--- config.mk ---
export PLATFORM = sky130hd
export DESIGN_NAME = json_token_scanner
export DESIGN_NICKNAME = d
export VERILOG_FILES = /design/src/rtl/core/jts_pkg.sv /design/src/rtl/core/jts_scan_core.sv /design/src/rtl/core/jts_event_fifo.sv /design/src/rtl/core/json_token_scanner.sv
export SDC_FILE = /design/constraint.sdc
export NUM_CORES = 1
export LEC_CHECK = 0
export ABC_AREA = 0
export BUFFER_PORTS_ARGS = -buffer_cell sky130_fd_sc_hd__buf_2
export CELL_PAD_IN_SITES_DETAIL_PLACEMENT = 1
export CELL_PAD_IN_SITES_GLOBAL_PLACEMENT = 1
export CORE_UTILIZATION = 50
export CTS_CLUSTER_DIAMETER = 80
export DETAILED_ROUTE_END_ITERATION = 6
export PLACE_DENSITY_LB_ADDON = 0.2
export SLEW_MARGIN = 25
export SYNTH_ARGS = -nofsm -noshare
export SYNTH_HDL_FRONTEND = slang
export SYNTH_HIERARCHICAL = 1
export SYNTH_SLANG_ARGS = --single-unit
--- constraint.sdc ---
create_clock -name clk -period 27.5 [get_ports clk]
set_input_delay 5.5 -clock clk [delete_from_list [all_inputs] [get_ports clk]]
set_output_delay 5.5 -clock clk [all_outputs]
set_load 0.05 [all_outputs]
--- src/rtl/core/jts_pkg.sv ---
// Shared types and constants of the JSON token scanner.
`default_nettype none
package jts_pkg;

	localparam int POSITION_BITS_DEF = 32;
	localparam int OUT_BITS          = 32;
	localparam int FIFO_DEPTH        = 4;

	typedef enum logic [3:0] {
		K_NULL, K_BOOL, K_STRING, K_INT, K_DOUBLE, K_ARR_S, K_ARR_E,
		K_OBJ_S, K_OBJ_E, K_COLON, K_COMMA, K_END, K_UNKNOWN
	} kind_t;

	typedef enum logic [3:0] {
		E_NONE, E_UNKNOWN_BYTE, E_INCOMPLETE_LIT, E_WRONG_LIT, E_UNTERM_STR,
		E_BAD_ESCAPE, E_BAD_INT, E_BAD_FRAC, E_BAD_EXP
	} err_t;

	typedef enum logic [3:0] {
		M_IDLE, M_LIT, M_STR, M_ESC, M_HEX, M_NSIGN, M_NZERO, M_NINT,
		M_NZBAD, M_FDOT, M_FRAC, M_EXPE, M_EXPS, M_EXP
	} mode_t;

	typedef struct packed {
		logic [7:0] in_byte;
		logic       is_end;
		logic       doc_start;
	} item_t;

	typedef struct packed {
		kind_t                kind;
		logic [OUT_BITS-1:0]  start;
		logic [OUT_BITS-1:0]  len;
		err_t                 err;
		logic                 last;
	} event_t;

endpackage
`default_nettype wire

--- src/rtl/core/jts_scan_core.sv ---
// Scanner state registers and the per-byte mode transition logic.
`default_nettype none
module jts_scan_core #(
	parameter int POSITION_BITS = jts_pkg::POSITION_BITS_DEF
) (
	input  wire logic             clk,
	input  wire logic             arst_n,
	input  wire logic             go,
	input  wire jts_pkg::item_t   item,
	output jts_pkg::event_t       ev0,
	output jts_pkg::event_t       ev1,
	output logic [1:0]            ev_cnt
);

	localparam int P = POSITION_BITS;
	localparam int W = (P > jts_pkg::OUT_BITS) ? P : jts_pkg::OUT_BITS;
	localparam logic [P-1:0] PosMax = '1;

	typedef struct packed {
		jts_pkg::kind_t kind;
		logic [P-1:0]   start;
		logic [P-1:0]   len;
		jts_pkg::err_t  err;
	} raw_ev_t;

	function automatic logic is_digit(input logic [7:0] b);
		return (b >= "0") && (b <= "9");
	endfunction

	function automatic logic is_hex(input logic [7:0] b);
		return is_digit(b) || ((b >= "a") && (b <= "f")) || ((b >= "A") && (b <= "F"));
	endfunction

	function automatic logic is_space(input logic [7:0] b);
		return (b == " ") || ((b >= 8'd9) && (b <= 8'd13));
	endfunction

	// literal spellings: 0 null, 1 true, 2 false
	function automatic logic [7:0] lit_char(input logic [1:0] w, input logic [2:0] i);
		logic [7:0] c;
		c = "n";
		unique case ({w, i})
			5'b00_000: c = "n";
			5'b00_001: c = "u";
			5'b00_010: c = "l";
			5'b00_011: c = "l";
			5'b01_000: c = "t";
			5'b01_001: c = "r";
			5'b01_010: c = "u";
			5'b01_011: c = "e";
			5'b10_000: c = "f";
			5'b10_001: c = "a";
			5'b10_010: c = "l";
			5'b10_011: c = "s";
			5'b10_100: c = "e";
			default:   c = "n";
		endcase
		return c;
	endfunction

	function automatic logic [jts_pkg::OUT_BITS-1:0] clamp_out(input logic [P-1:0] v);
		logic [W-1:0] x;
		x = W'(v);
		return ((x >> jts_pkg::OUT_BITS) != '0) ? '1 : x[jts_pkg::OUT_BITS-1:0];
	endfunction

	function automatic raw_ev_t mk_ev(input jts_pkg::kind_t k, input logic [P-1:0] s,
			input logic [P-1:0] l, input jts_pkg::err_t e);
		raw_ev_t r;
		r.kind  = k;
		r.start = s;
		r.len   = l;
		r.err   = e;
		return r;
	endfunction

	jts_pkg::mode_t mode_q, cur_mode, n_mode;
	logic [1:0]     which_q, cur_which, n_which;
	logic [2:0]     index_q, cur_index, n_index;
	logic [2:0]     hex_q, cur_hex, n_hex;
	logic           frac_q, cur_frac, n_frac;
	logic [P-1:0]   pos_q, cur_pos, n_pos;
	logic [P-1:0]   tstart_q, cur_tstart, n_tstart;
	logic           halted_q, cur_halted, n_halted;

	logic [7:0]     b;
	logic [P-1:0]   next_pos, len_pos, len_next;
	raw_ev_t        r0, r1;
	logic [1:0]     cnt;
	logic           use_idle;

	// idle decode of the current byte
	logic           idle_space, idle_emit, idle_fail, idle_lit;
	jts_pkg::mode_t idle_mode;
	jts_pkg::kind_t idle_kind;
	logic [1:0]     idle_which;

	// literal lookup
	logic [1:0]     lw;
	logic [2:0]     llen, li, li_inc;

	assign b = item.in_byte;

	// doc_start clears everything before the item is scanned
	always_comb begin
		if (item.doc_start) begin
			cur_mode   = jts_pkg::M_IDLE;
			cur_which  = '0;
			cur_index  = '0;
			cur_hex    = '0;
			cur_frac   = 1'b0;
			cur_pos    = '0;
			cur_tstart = '0;
			cur_halted = 1'b0;
		end else begin
			cur_mode   = mode_q;
			cur_which  = which_q;
			cur_index  = index_q;
			cur_hex    = hex_q;
			cur_frac   = frac_q;
			cur_pos    = pos_q;
			cur_tstart = tstart_q;
			cur_halted = halted_q;
		end
	end

	assign next_pos = (cur_pos == PosMax) ? cur_pos : cur_pos + P'(1);
	assign len_pos  = cur_pos - cur_tstart;
	assign len_next = next_pos - cur_tstart;

	assign lw     = (cur_which == 2'd3) ? 2'd0 : cur_which;
	assign llen   = (lw == 2'd2) ? 3'd5 : 3'd4;
	assign li     = (cur_index < llen) ? cur_index : 3'd0;
	assign li_inc = li + 3'd1;

	always_comb begin
		idle_space = is_space(b);
		idle_emit  = 1'b0;
		idle_fail  = 1'b0;
		idle_lit   = 1'b0;
		idle_mode  = jts_pkg::M_IDLE;
		idle_kind  = jts_pkg::K_NULL;
		idle_which = 2'd0;
		unique case (b)
			"n": begin idle_lit = 1'b1; idle_which = 2'd0; idle_mode = jts_pkg::M_LIT; end
			"t": begin idle_lit = 1'b1; idle_which = 2'd1; idle_mode = jts_pkg::M_LIT; end
			"f": begin idle_lit = 1'b1; idle_which = 2'd2; idle_mode = jts_pkg::M_LIT; end
			"\"": idle_mode = jts_pkg::M_STR;
			"-": idle_mode = jts_pkg::M_NSIGN;
			"0": idle_mode = jts_pkg::M_NZERO;
			"[": begin idle_emit = 1'b1; idle_kind = jts_pkg::K_ARR_S; end
			"]": begin idle_emit = 1'b1; idle_kind = jts_pkg::K_ARR_E; end
			"{": begin idle_emit = 1'b1; idle_kind = jts_pkg::K_OBJ_S; end
			"}": begin idle_emit = 1'b1; idle_kind = jts_pkg::K_OBJ_E; end
			":": begin idle_emit = 1'b1; idle_kind = jts_pkg::K_COLON; end
			",": begin idle_emit = 1'b1; idle_kind = jts_pkg::K_COMMA; end
			default: begin
				if (is_digit(b))
					idle_mode = jts_pkg::M_NINT;
				else if (!idle_space)
					idle_fail = 1'b1;
			end
		endcase
	end

	always_comb begin
		raw_ev_t num_ev, fail_ev, iev;
		num_ev  = mk_ev(cur_frac ? jts_pkg::K_DOUBLE : jts_pkg::K_INT, cur_tstart, len_pos,
			jts_pkg::E_NONE);
		fail_ev = mk_ev(jts_pkg::K_UNKNOWN, cur_tstart, len_pos, jts_pkg::E_NONE);
		iev     = mk_ev(jts_pkg::K_NULL, cur_pos, '0, jts_pkg::E_NONE);

		n_mode   = cur_mode;
		n_which  = cur_which;
		n_index  = cur_index;
		n_hex    = cur_hex;
		n_frac   = cur_frac;
		n_tstart = cur_tstart;
		n_halted = cur_halted;
		r0       = mk_ev(jts_pkg::K_NULL, '0, '0, jts_pkg::E_NONE);
		r1       = r0;
		cnt      = 2'd0;
		use_idle = 1'b0;

		if (!cur_halted && item.is_end) begin
			unique case (cur_mode)
				jts_pkg::M_LIT:  begin fail_ev.err = jts_pkg::E_INCOMPLETE_LIT; r0 = fail_ev; cnt = 2'd1; end
				jts_pkg::M_STR:  begin fail_ev.err = jts_pkg::E_UNTERM_STR; r0 = fail_ev; cnt = 2'd1; end
				jts_pkg::M_ESC, jts_pkg::M_HEX: begin
					fail_ev.err = jts_pkg::E_BAD_ESCAPE; r0 = fail_ev; cnt = 2'd1;
				end
				jts_pkg::M_NSIGN, jts_pkg::M_NZBAD: begin
					fail_ev.err = jts_pkg::E_BAD_INT; r0 = fail_ev; cnt = 2'd1;
				end
				jts_pkg::M_FDOT: begin fail_ev.err = jts_pkg::E_BAD_FRAC; r0 = fail_ev; cnt = 2'd1; end
				jts_pkg::M_EXPE, jts_pkg::M_EXPS: begin
					fail_ev.err = jts_pkg::E_BAD_EXP; r0 = fail_ev; cnt = 2'd1;
				end
				jts_pkg::M_NZERO, jts_pkg::M_NINT, jts_pkg::M_FRAC, jts_pkg::M_EXP: begin
					r0  = num_ev;
					r1  = mk_ev(jts_pkg::K_END, cur_pos, '0, jts_pkg::E_NONE);
					cnt = 2'd2;
				end
				default: begin
					r0  = mk_ev(jts_pkg::K_END, cur_pos, '0, jts_pkg::E_NONE);
					cnt = 2'd1;
				end
			endcase
			if (cnt == 2'd1 && r0.kind == jts_pkg::K_UNKNOWN)
				n_halted = 1'b1;
			n_mode = jts_pkg::M_IDLE;
		end else if (!cur_halted) begin
			unique case (cur_mode)
				jts_pkg::M_LIT: begin
					if (lit_char(lw, li) != b) begin
						fail_ev.err = jts_pkg::E_WRONG_LIT;
						r0 = fail_ev; cnt = 2'd1; n_halted = 1'b1; n_mode = jts_pkg::M_IDLE;
					end else begin
						n_index = li_inc;
						if (li_inc >= llen) begin
							n_mode = jts_pkg::M_IDLE;
							r0 = mk_ev((lw == 2'd0) ? jts_pkg::K_NULL : jts_pkg::K_BOOL,
								cur_tstart, len_next, jts_pkg::E_NONE);
							cnt = 2'd1;
						end
					end
				end
				jts_pkg::M_STR: begin
					if (b == "\"") begin
						n_mode = jts_pkg::M_IDLE;
						r0 = mk_ev(jts_pkg::K_STRING, cur_tstart, len_next, jts_pkg::E_NONE);
						cnt = 2'd1;
					end else if (b == "\\") begin
						n_mode = jts_pkg::M_ESC;
					end
				end
				jts_pkg::M_ESC: begin
					if (b == "u") begin
						n_hex  = 3'd0;
						n_mode = jts_pkg::M_HEX;
					end else if (b == "\"" || b == "\\" || b == "/" || b == "b" ||
							b == "f" || b == "n" || b == "r" || b == "t") begin
						n_mode = jts_pkg::M_STR;
					end else begin
						// the bad escape byte itself is counted
						r0 = mk_ev(jts_pkg::K_UNKNOWN, cur_tstart, len_next,
							jts_pkg::E_BAD_ESCAPE);
						cnt = 2'd1; n_halted = 1'b1; n_mode = jts_pkg::M_IDLE;
					end
				end
				jts_pkg::M_HEX: begin
					if (!is_hex(b)) begin
						fail_ev.err = jts_pkg::E_BAD_ESCAPE;
						r0 = fail_ev; cnt = 2'd1; n_halted = 1'b1; n_mode = jts_pkg::M_IDLE;
					end else begin
						n_hex = cur_hex + 3'd1;
						if (cur_hex + 3'd1 >= 3'd4)
							n_mode = jts_pkg::M_STR;
					end
				end
				jts_pkg::M_NSIGN: begin
					if (b == "0")
						n_mode = jts_pkg::M_NZERO;
					else if (is_digit(b))
						n_mode = jts_pkg::M_NINT;
					else begin
						fail_ev.err = jts_pkg::E_BAD_INT;
						r0 = fail_ev; cnt = 2'd1; n_halted = 1'b1; n_mode = jts_pkg::M_IDLE;
					end
				end
				jts_pkg::M_NZERO, jts_pkg::M_NINT: begin
					if (is_digit(b)) begin
						if (cur_mode == jts_pkg::M_NZERO)
							n_mode = jts_pkg::M_NZBAD;
					end else if (b == ".") begin
						n_mode = jts_pkg::M_FDOT;
					end else if (b == "e" || b == "E") begin
						n_mode = jts_pkg::M_EXPE;
					end else begin
						r0 = num_ev; cnt = 2'd1; n_mode = jts_pkg::M_IDLE; use_idle = 1'b1;
					end
				end
				jts_pkg::M_NZBAD: begin
					if (!is_digit(b)) begin
						fail_ev.err = jts_pkg::E_BAD_INT;
						r0 = fail_ev; cnt = 2'd1; n_halted = 1'b1; n_mode = jts_pkg::M_IDLE;
					end
				end
				jts_pkg::M_FDOT: begin
					if (!is_digit(b)) begin
						fail_ev.err = jts_pkg::E_BAD_FRAC;
						r0 = fail_ev; cnt = 2'd1; n_halted = 1'b1; n_mode = jts_pkg::M_IDLE;
					end else begin
						n_frac = 1'b1;
						n_mode = jts_pkg::M_FRAC;
					end
				end
				jts_pkg::M_FRAC, jts_pkg::M_EXP: begin
					if (is_digit(b)) begin
						n_mode = cur_mode;
					end else if (cur_mode == jts_pkg::M_FRAC && (b == "e" || b == "E")) begin
						n_mode = jts_pkg::M_EXPE;
					end else begin
						r0 = num_ev; cnt = 2'd1; n_mode = jts_pkg::M_IDLE; use_idle = 1'b1;
					end
				end
				jts_pkg::M_EXPE: begin
					if (b == "+" || b == "-")
						n_mode = jts_pkg::M_EXPS;
					else if (is_digit(b))
						n_mode = jts_pkg::M_EXP;
					else begin
						fail_ev.err = jts_pkg::E_BAD_EXP;
						r0 = fail_ev; cnt = 2'd1; n_halted = 1'b1; n_mode = jts_pkg::M_IDLE;
					end
				end
				jts_pkg::M_EXPS: begin
					if (is_digit(b))
						n_mode = jts_pkg::M_EXP;
					else begin
						fail_ev.err = jts_pkg::E_BAD_EXP;
						r0 = fail_ev; cnt = 2'd1; n_halted = 1'b1; n_mode = jts_pkg::M_IDLE;
					end
				end
				default: begin
					n_mode   = jts_pkg::M_IDLE;
					use_idle = 1'b1;
				end
			endcase

			// byte scanned from idle, possibly right after a number closed
			if (use_idle && !idle_space) begin
				n_tstart = cur_pos;
				n_frac   = 1'b0;
				n_mode   = idle_mode;
				if (idle_lit) begin
					n_which = idle_which;
					n_index = 3'd1;
				end
				if (idle_emit || idle_fail) begin
					iev.kind = idle_fail ? jts_pkg::K_UNKNOWN : idle_kind;
					iev.len  = P'(1);
					iev.err  = idle_fail ? jts_pkg::E_UNKNOWN_BYTE : jts_pkg::E_NONE;
					if (idle_fail)
						n_halted = 1'b1;
					if (cnt == 2'd0) begin
						r0  = iev;
						cnt = 2'd1;
					end else begin
						r1  = iev;
						cnt = 2'd2;
					end
				end
			end
		end

		n_pos = (!cur_halted && !item.is_end && !n_halted) ? next_pos : cur_pos;
	end

	always_comb begin
		ev0.kind  = r0.kind;
		ev0.start = clamp_out(r0.start);
		ev0.len   = clamp_out(r0.len);
		ev0.err   = r0.err;
		ev0.last  = (cnt == 2'd1);
		ev1.kind  = r1.kind;
		ev1.start = clamp_out(r1.start);
		ev1.len   = clamp_out(r1.len);
		ev1.err   = r1.err;
		ev1.last  = 1'b1;
		ev_cnt    = go ? cnt : 2'd0;
	end

	always_ff @(posedge clk or negedge arst_n) begin
		if (!arst_n) begin
			mode_q   <= jts_pkg::M_IDLE;
			which_q  <= '0;
			index_q  <= '0;
			hex_q    <= '0;
			frac_q   <= 1'b0;
			pos_q    <= '0;
			tstart_q <= '0;
			halted_q <= 1'b0;
		end else if (go) begin
			mode_q   <= n_mode;
			which_q  <= n_which;
			index_q  <= n_index;
			hex_q    <= n_hex;
			frac_q   <= n_frac;
			pos_q    <= n_pos;
			tstart_q <= n_tstart;
			halted_q <= n_halted;
		end
	end

endmodule
`default_nettype wire

--- src/rtl/core/jts_event_fifo.sv ---
// Small event queue: takes up to two events a cycle, hands out one.
`default_nettype none
module jts_event_fifo (
	input  wire logic            clk,
	input  wire logic            arst_n,
	input  wire logic [1:0]      push_cnt,
	input  wire jts_pkg::event_t ev0,
	input  wire jts_pkg::event_t ev1,
	input  wire logic            pop,
	output jts_pkg::event_t      head,
	output logic                 not_empty,
	output logic                 room2
);

	localparam int AW = $clog2(jts_pkg::FIFO_DEPTH);
	localparam int CW = $clog2(jts_pkg::FIFO_DEPTH + 1);

	jts_pkg::event_t mem_q [jts_pkg::FIFO_DEPTH];
	logic [AW-1:0]   wptr_q, rptr_q;
	logic [CW-1:0]   count_q;
	logic            do_pop;

	assign do_pop    = pop && (count_q != '0);
	assign not_empty = (count_q != '0);
	assign room2     = (count_q <= CW'(jts_pkg::FIFO_DEPTH - 2));
	assign head      = mem_q[rptr_q];

	always_ff @(posedge clk) begin
		if (push_cnt != 2'd0)
			mem_q[wptr_q] <= ev0;
		if (push_cnt == 2'd2)
			mem_q[wptr_q + AW'(1)] <= ev1;
	end

	always_ff @(posedge clk or negedge arst_n) begin
		if (!arst_n) begin
			wptr_q  <= '0;
			rptr_q  <= '0;
			count_q <= '0;
		end else begin
			wptr_q  <= wptr_q + AW'(push_cnt);
			rptr_q  <= rptr_q + AW'(do_pop);
			count_q <= count_q + CW'(push_cnt) - CW'(do_pop);
		end
	end

endmodule
`default_nettype wire

--- src/rtl/core/json_token_scanner.sv ---
// Top level of the streaming JSON token scanner.
// Takes one text byte (or an end mark) per beat and emits one event per token: kind,
// start offset, raw length and error code, with last_of_run on the final event of a beat.
// An input beat is registered, scanned and its events written into a four-entry
// queue, so the first event of a beat reaches the event port through the input
// register and the queue write, and is held there until the event side takes it.
// The scanner takes one beat per cycle as long as each beat yields at most one event
// and the event side takes one event per cycle; a beat that yields two (a number closed
// by a structural character or an unknown byte, or by the end mark) writes both into
// the queue at once, and the queue hands out one event per cycle.
// Offsets count bytes over POSITION_BITS and saturate; reported fields saturate at 2^32-1.
`default_nettype none
module json_token_scanner #(
	parameter int POSITION_BITS = jts_pkg::POSITION_BITS_DEF
) (
	input  wire logic        clk,
	input  wire logic        arst_n,
	input  wire logic        item_valid,
	output logic             item_ready,
	input  wire logic [7:0]  in_byte,
	input  wire logic        is_end,
	input  wire logic        doc_start,
	output logic             event_valid,
	input  wire logic        event_ready,
	output logic [3:0]       token_kind,
	output logic [31:0]      start_offset,
	output logic [31:0]      token_length,
	output logic [3:0]       error_code,
	output logic             last_of_run
);

	logic            valid_s1;
	jts_pkg::item_t  item_s1;
	logic            go, room2, take;
	logic [1:0]      ev_cnt;
	jts_pkg::event_t ev0, ev1, head;

	assign go         = valid_s1 && room2;
	assign item_ready = !valid_s1 || go;
	assign take       = item_valid && item_ready;

	always_ff @(posedge clk or negedge arst_n) begin
		if (!arst_n)
			valid_s1 <= 1'b0;
		else if (take)
			valid_s1 <= 1'b1;
		else if (go)
			valid_s1 <= 1'b0;
	end

	always_ff @(posedge clk) begin
		if (take) begin
			item_s1.in_byte   <= in_byte;
			item_s1.is_end    <= is_end;
			item_s1.doc_start <= doc_start;
		end
	end

	jts_scan_core #(
		.POSITION_BITS(POSITION_BITS)
	) u_core (
		.clk    (clk),
		.arst_n (arst_n),
		.go     (go),
		.item   (item_s1),
		.ev0    (ev0),
		.ev1    (ev1),
		.ev_cnt (ev_cnt)
	);

	jts_event_fifo u_fifo (
		.clk       (clk),
		.arst_n    (arst_n),
		.push_cnt  (ev_cnt),
		.ev0       (ev0),
		.ev1       (ev1),
		.pop       (event_ready),
		.head      (head),
		.not_empty (event_valid),
		.room2     (room2)
	);

	assign token_kind   = head.kind;
	assign start_offset = head.start;
	assign token_length = head.len;
	assign error_code   = head.err;
	assign last_of_run  = head.last;

endmodule
`default_nettype wire

---- After elaboration in Yosys (flattened, before gate mapping) ----
Memories as Yosys holds them, arrays and structs flattened.
Index checks and enable logic that the tools add are counted.
storage, ports and cells
  bits in registers ....................... 96
  bits in writable memories ............... 292
  bits in read-only memories .............. 160
  input port bits ......................... 14
  word-level logic and storage cells ...... 288
  memories ................................ 2
operators by class
  $add $sub $neg .......................... 10
  magnitude comparators ................... 12
  eq/ne operators ......................... 43
  multiplexer cells ....................... 158
  reduce and logical (&&, ||, !) cells .... 48
memories
  name              words  bits a word  read ports  clocked after memory_dff  write ports  RTL line              RTL
  u_fifo.mem_q      4      73           1           0                         2            jts_event_fifo.sv:18  jts_pkg::event_t mem_q [jts_pkg::FIFO_DEPTH];
  (name not given)  32     5            1           0                         0            jts_scan_core.sv:42   unique case ({w, i})
operators with widths
  operator                                             number
  two-way mux 72 bit                                   27
  one-hot mux 72 bit (11 select lines)                 1
  one-hot mux 72 bit (7 select lines)                  1
  two-way mux 32 bit                                   7
  == test 8 x 7 -> 1 bit, second input constant        13
  two-way mux 4 bit                                    23
  == test 8 x 6 -> 1 bit, second input constant        9
  two-way mux 70 bit                                   1
  subtractor 32 bit                                    2
  two-way mux 1 bit                                    49
  two-way mux 2 bit                                    23
  two-way mux 3 bit                                    15
  one-hot mux 4 bit (11 select lines)                  1
  adder 32 x 1 -> 32 bit, second input constant        1
  == test 32 bit, second input constant                1
  == test 4 bit, second input constant                 7
  two-way mux 8 bit                                    3
  one-hot mux 4 bit (6 select lines)                   1
  one-hot mux 4 bit (5 select lines)                   1
  one-hot mux 2 bit (9 select lines)                   1
  == test 4 x 3 -> 1 bit, second input constant        4
  >= comparator 8 x 7 -> 1 bit, second input constant  2
  <= comparator 8 x 7 -> 1 bit, second input constant  2
  logical OR 1 bit                                     14
  34 further kinds                                     62

---- Logic depth before layout (Yosys ltp) ----
An unclocked memory read counts as a cell.
  word-level depth ........................ 26
  gate-level depth with buffers ........... 28
  gate-level depth less buffers ........... 23

---- Hierarchy ----
The synthesis kept the hierarchy.
modules (own cells, without submodules)
  module              times used  cells each  area each (µm²)  seq. area each (µm²)
  jts_event_fifo      1           746         14543.9          8943.6
  jts_scan_core       1           1547        11126.9          1951.9
  json_token_scanner  1           15          360.3            325.3

---- Worst setup path before layout ----
Ideal clock, no wire load.
  path kind ............................... register to register
  start ................................... register item_s1[0] in the netlist's numbering
  end ..................................... memory u_fifo/mem_q[0][0] in the netlist's numbering, enable pin
  arrival time ............................ 9.602 ns
  data required time ...................... 26.895 ns
  slack ................................... 17.293 ns
  stages on the path, launching flop included .. 23
  path buffers ............................ 6
  clock period less this slack ............ 10.207 ns
  cell sequence ........................... edfxtp_1 > buf_2 > buf_2 > inv_2 > buf_4 > clkbuf_1 > buf_1 > nand2_1 > inv_1 > ha_1 > inv_1 > o211a_1 > a2111o_1 > nor4_2 > o2111ai_2 > o21ai_4 > nand2_2 > clkbuf_1 > ha_1 > o311ai_0 > nor2_1 > o21bai_1 > o21ai_0
RTL lines
  what                RTL line                  RTL
  start: declaration  json_token_scanner.sv:33  jts_pkg::item_t item_s1;
  end: declaration    jts_event_fifo.sv:18

---- Final worst setup path ----
  start ................................... register u_fifo.rptr_q[0]
  end ..................................... output start_offset[0]
between the ends
  word-level cells in the longest chain between the ends .. 1
ends and longest elaborated chain
  what                      RTL line                  RTL
  start: declaration        jts_event_fifo.sv:19      logic [AW-1:0] wptr_q, rptr_q;
  start signal: assignment  jts_event_fifo.sv:42      rptr_q <= rptr_q + AW'(do_pop);
  memory (4 x 73 bit)       n/a
  end: declaration          json_token_scanner.sv:26  output logic [31:0] start_offset,
Every way passes these cells.

==> impl_metrics.yaml <==
clock_network:
  numCtsBuffers: 44
  cts_root_buffer: "clkbuf_16"
  post_cts_buffers: 0
  clock_latency_ns: 0.59
  cts_hold_buf: 0
  clock_sink_count: 388
  cts_buffer_depth: 3
  clk_pin_slew_worst_paths_ns: 0.07
  cts_tree: "built"
  cts_htree_levels: 2
  ctsResizeCount: 0
floorplan:
  die_h_um: 230.2
  core_mm2: 0.05141
  fp-row-count: 83
  ioPinCount: 89
  die_area_mm2: 0.05298
  start_util_pct: 50.64
  die_w_um: 230.2
final_layout:
  n_antenna_cell: 0
  finalNonFillerCells: 3059
  finish.utilization_pct: 54.91
  final_cell_area_mm2: 0.02822
  synthToLayoutAreaGrowth_pct: 8.426
  final_common_cell: "edfxtp_1"
  final_cell_mix: "edfxtp_1, nand2_1, mux2_2"
  finalNetCount: 2437
  drive_gt1_share_pct: 19.63
pwr:
  powerDensity_mw_per_mm2: 90.06
  p_leak_nw: 11.14
  vdd_ir_drop_max_mv: 0.06855
  finalPower_mw: 2.542
placed_design:
  gp_congestion: 0.9854
  dp_slack_ns: 19.35
  place_area_mm2: 0.02682
  port_buffers: 88
  dp_hpwl_um: 59510
  place_inst: 2977
grt:
  overflow: 0
  grt_first_pass_wirelength_um: 129500
  grt_max_degree: 70
  antenna_found_initial: 1
  grt_usage_pct: 32.21
  grt_pass1_vias: 20970
sta:
  fin_skew_ns: 0.01687
  hold_violations: 0
  hold_ws_ns: 0.4898
  period_minus_slack_ns: 8.690
  max_slew_margin_pct: 27.49
  final-max-slew-violation-count: 0
  fin_setup_tns_ns: 0
  setup_violations: 0
  fmax_mhz: 115.1
  tightest_slew_ns: 1.088
  setup_ws_ns: 18.81
  fin_crit_sh_pct: 31.60
  rsz0062_at_grt: "no"
synthesis:
  syn_area_mm2: 0.02603
  async_reset_ff_share_pct: 22.16
  ys_seq_area_share_pct: 43.11
  postSynthCellCount: 2308
  ys_warn_count: 6
  synth_ff_type: "edfxtp_1"
  ys_ff_latch: 388
  avgSynthCellArea_um2: 11.28
  synth-edff-count: 302
  synth.distinct_cells: 102
worst_setup_path:
  crit_type: "flip-flop to output port"
  cp.arrival_ns: 3.19
  crit_chain: "buf_4, mux4_2, buf_2"
  start_kind: "flip-flop"
  end_kind: "output port"
  required_ns: 22.00
  slowest_delay_ns: 0.85
  crit_fanout: 47
  cp_slowest_cell: "dfrtp_4"
drt:
  vias_per_cell: 6.520
  route.vias.total: 19950
  drc: 0
  drtAntennaViolNets: 0
  drt-total-wl_um: 84630
  drt_iter0_markers: 1586
  drtPass1Iterations: 5
  drt-wirelength-per-cell_um: 27.67
run:
  max_cap_viol_count: 0
hold_path:
  hold_class: "flip-flop to flip-flop"
status:
  status: "finished clean"
[kinds of logic after synthesis]
logic type,Yosys count,synth area share (%)
other,2,0.02885
XOR/XNOR,89,2.994
flip-flops,388,43.11
AND/OR/NAND/NOR,628,12.23
buffers and inverters,232,4.855
AO/OA/AOI/OAI,509,13.33
multiplexers,380,19.55
adder cells (fa/ha/maj),80,3.903
[synthesized netlist by cell type (7+ instances only)]
cell type / count / area (µm²)
edfxtp_1: 302 / 9069
nand2_1: 181 / 679.4
mux2_2: 158 / 1779
nor2_1: 147 / 551.8
mux2_1: 136 / 1531
o21ai_0: 121 / 605.6
a21oi_1: 107 / 535.5
dfrtp_1: 86 / 2152
ha_1: 78 / 975.9
mux4_2: 73 / 1644
inv_1: 63 / 236.5
xnor2_1: 60 / 525.5
clkbuf_1: 59 / 221.5
buf_4: 52 / 390.4
nand2b_1: 49 / 306.5
nand3_1: 45 / 225.2
a21o_1: 38 / 285.3
nor2b_1: 37 / 231.5
nor3_1: 34 / 170.2
a22o_1: 30 / 262.8
xor2_1: 29 / 254.0
buf_2: 25 / 125.1
buf_6: 22 / 247.7
o2bb2ai_1: 22 / 192.7
and2_1: 19 / 118.9
a22oi_1: 17 / 127.6
nand4_1: 16 / 100.1
and3_1: 15 / 93.84
o31ai_1: 13 / 97.59
or3_1: 13 / 81.33
a211o_1: 12 / 105.1
a31oi_1: 12 / 75.07
mux2i_1: 12 / 120.1
o21a_1: 12 / 90.09
a32o_1: 11 / 110.1
nor4_1: 11 / 68.82
o211ai_1: 10 / 75.07
a221oi_1: 8 / 70.07
buf_1: 8 / 30.03
o22ai_1: 8 / 50.05
nor3b_1: 7 / 52.55
[worst max-delay path, delay by kind of cell (launching register included)]
family   cells  cell delay [ns]
buf+inv      2             1.01
mux          1             0.61
flops        1             0.85
[report_power, final]
| part | total [mW] | internal, mW | switching, mW |
|---|---|---|---|
| Combinational | 1.11 | 0.352 | 0.762 |
| Clock | 0.581 | 0.329 | 0.252 |
| Sequential | 0.846 | 0.757 | 0.0885 |
[path summary, 6_finish.rpt]
path | cells past startpoint | slack [ns] | startpoint | endpoint
min in group asynchronous | 1 | 4.79 | arst_n | u_fifo/count_q[2]
max in group asynchronous | 2 | 21.69 | arst_n | u_core/tstart_q[21]
min | 2 | 0.49 | u_core/tstart_q[13] | u_core/tstart_q[13]
max reg2reg | 21 | 20.01 | item_s1[0] | u_fifo/mem_q[3][33]
min reg2reg | 2 | 0.49 | u_core/tstart_q[13] | u_core/tstart_q[13]
max | 3 | 18.81 | u_fifo/rptr_q[0] | start_offset[0]
[area by class of cell]
| class | count | area (µm²) |
|---|---|---|
| inverter | 65 | 244.0 |
| sequential | 388 | 11230 |
| fill | 5427 | 23180 |
| clock buffer | 63 | 1212 |
| timing repair buffer | 123 | 762.0 |
| clock inverter | 19 | 187.7 |
| multi-input combinational | 1721 | 13740 |
| tap | 680 | 850.8 |
[registers in the layout (all words and copies together) (netlist names)]
register	count
u_core/frac_q	1
u_core/halted_q	1
u_fifo/count_q	3
u_core/which_q	2
valid_s1	1
u_fifo/wptr_q	2
u_core/mode_q	4
u_fifo/rptr_q	2
u_core/index_q	3
item_s1	10
u_core/tstart_q	32
u_fifo/mem_q	292
u_core/pos_q	32
u_core/hex_q	3
[routing by layer]
metal	global-route usage (%)	part of all wire (%)	vias up
met3	4.898	6.5	180
met2	52.22	47	742
met1	43.27	42	10220
met4	12.98	4.2	2
met5	0	0.014	-
li1	-	-	8798
Note: power is estimated with default switching activity, not from simulation.
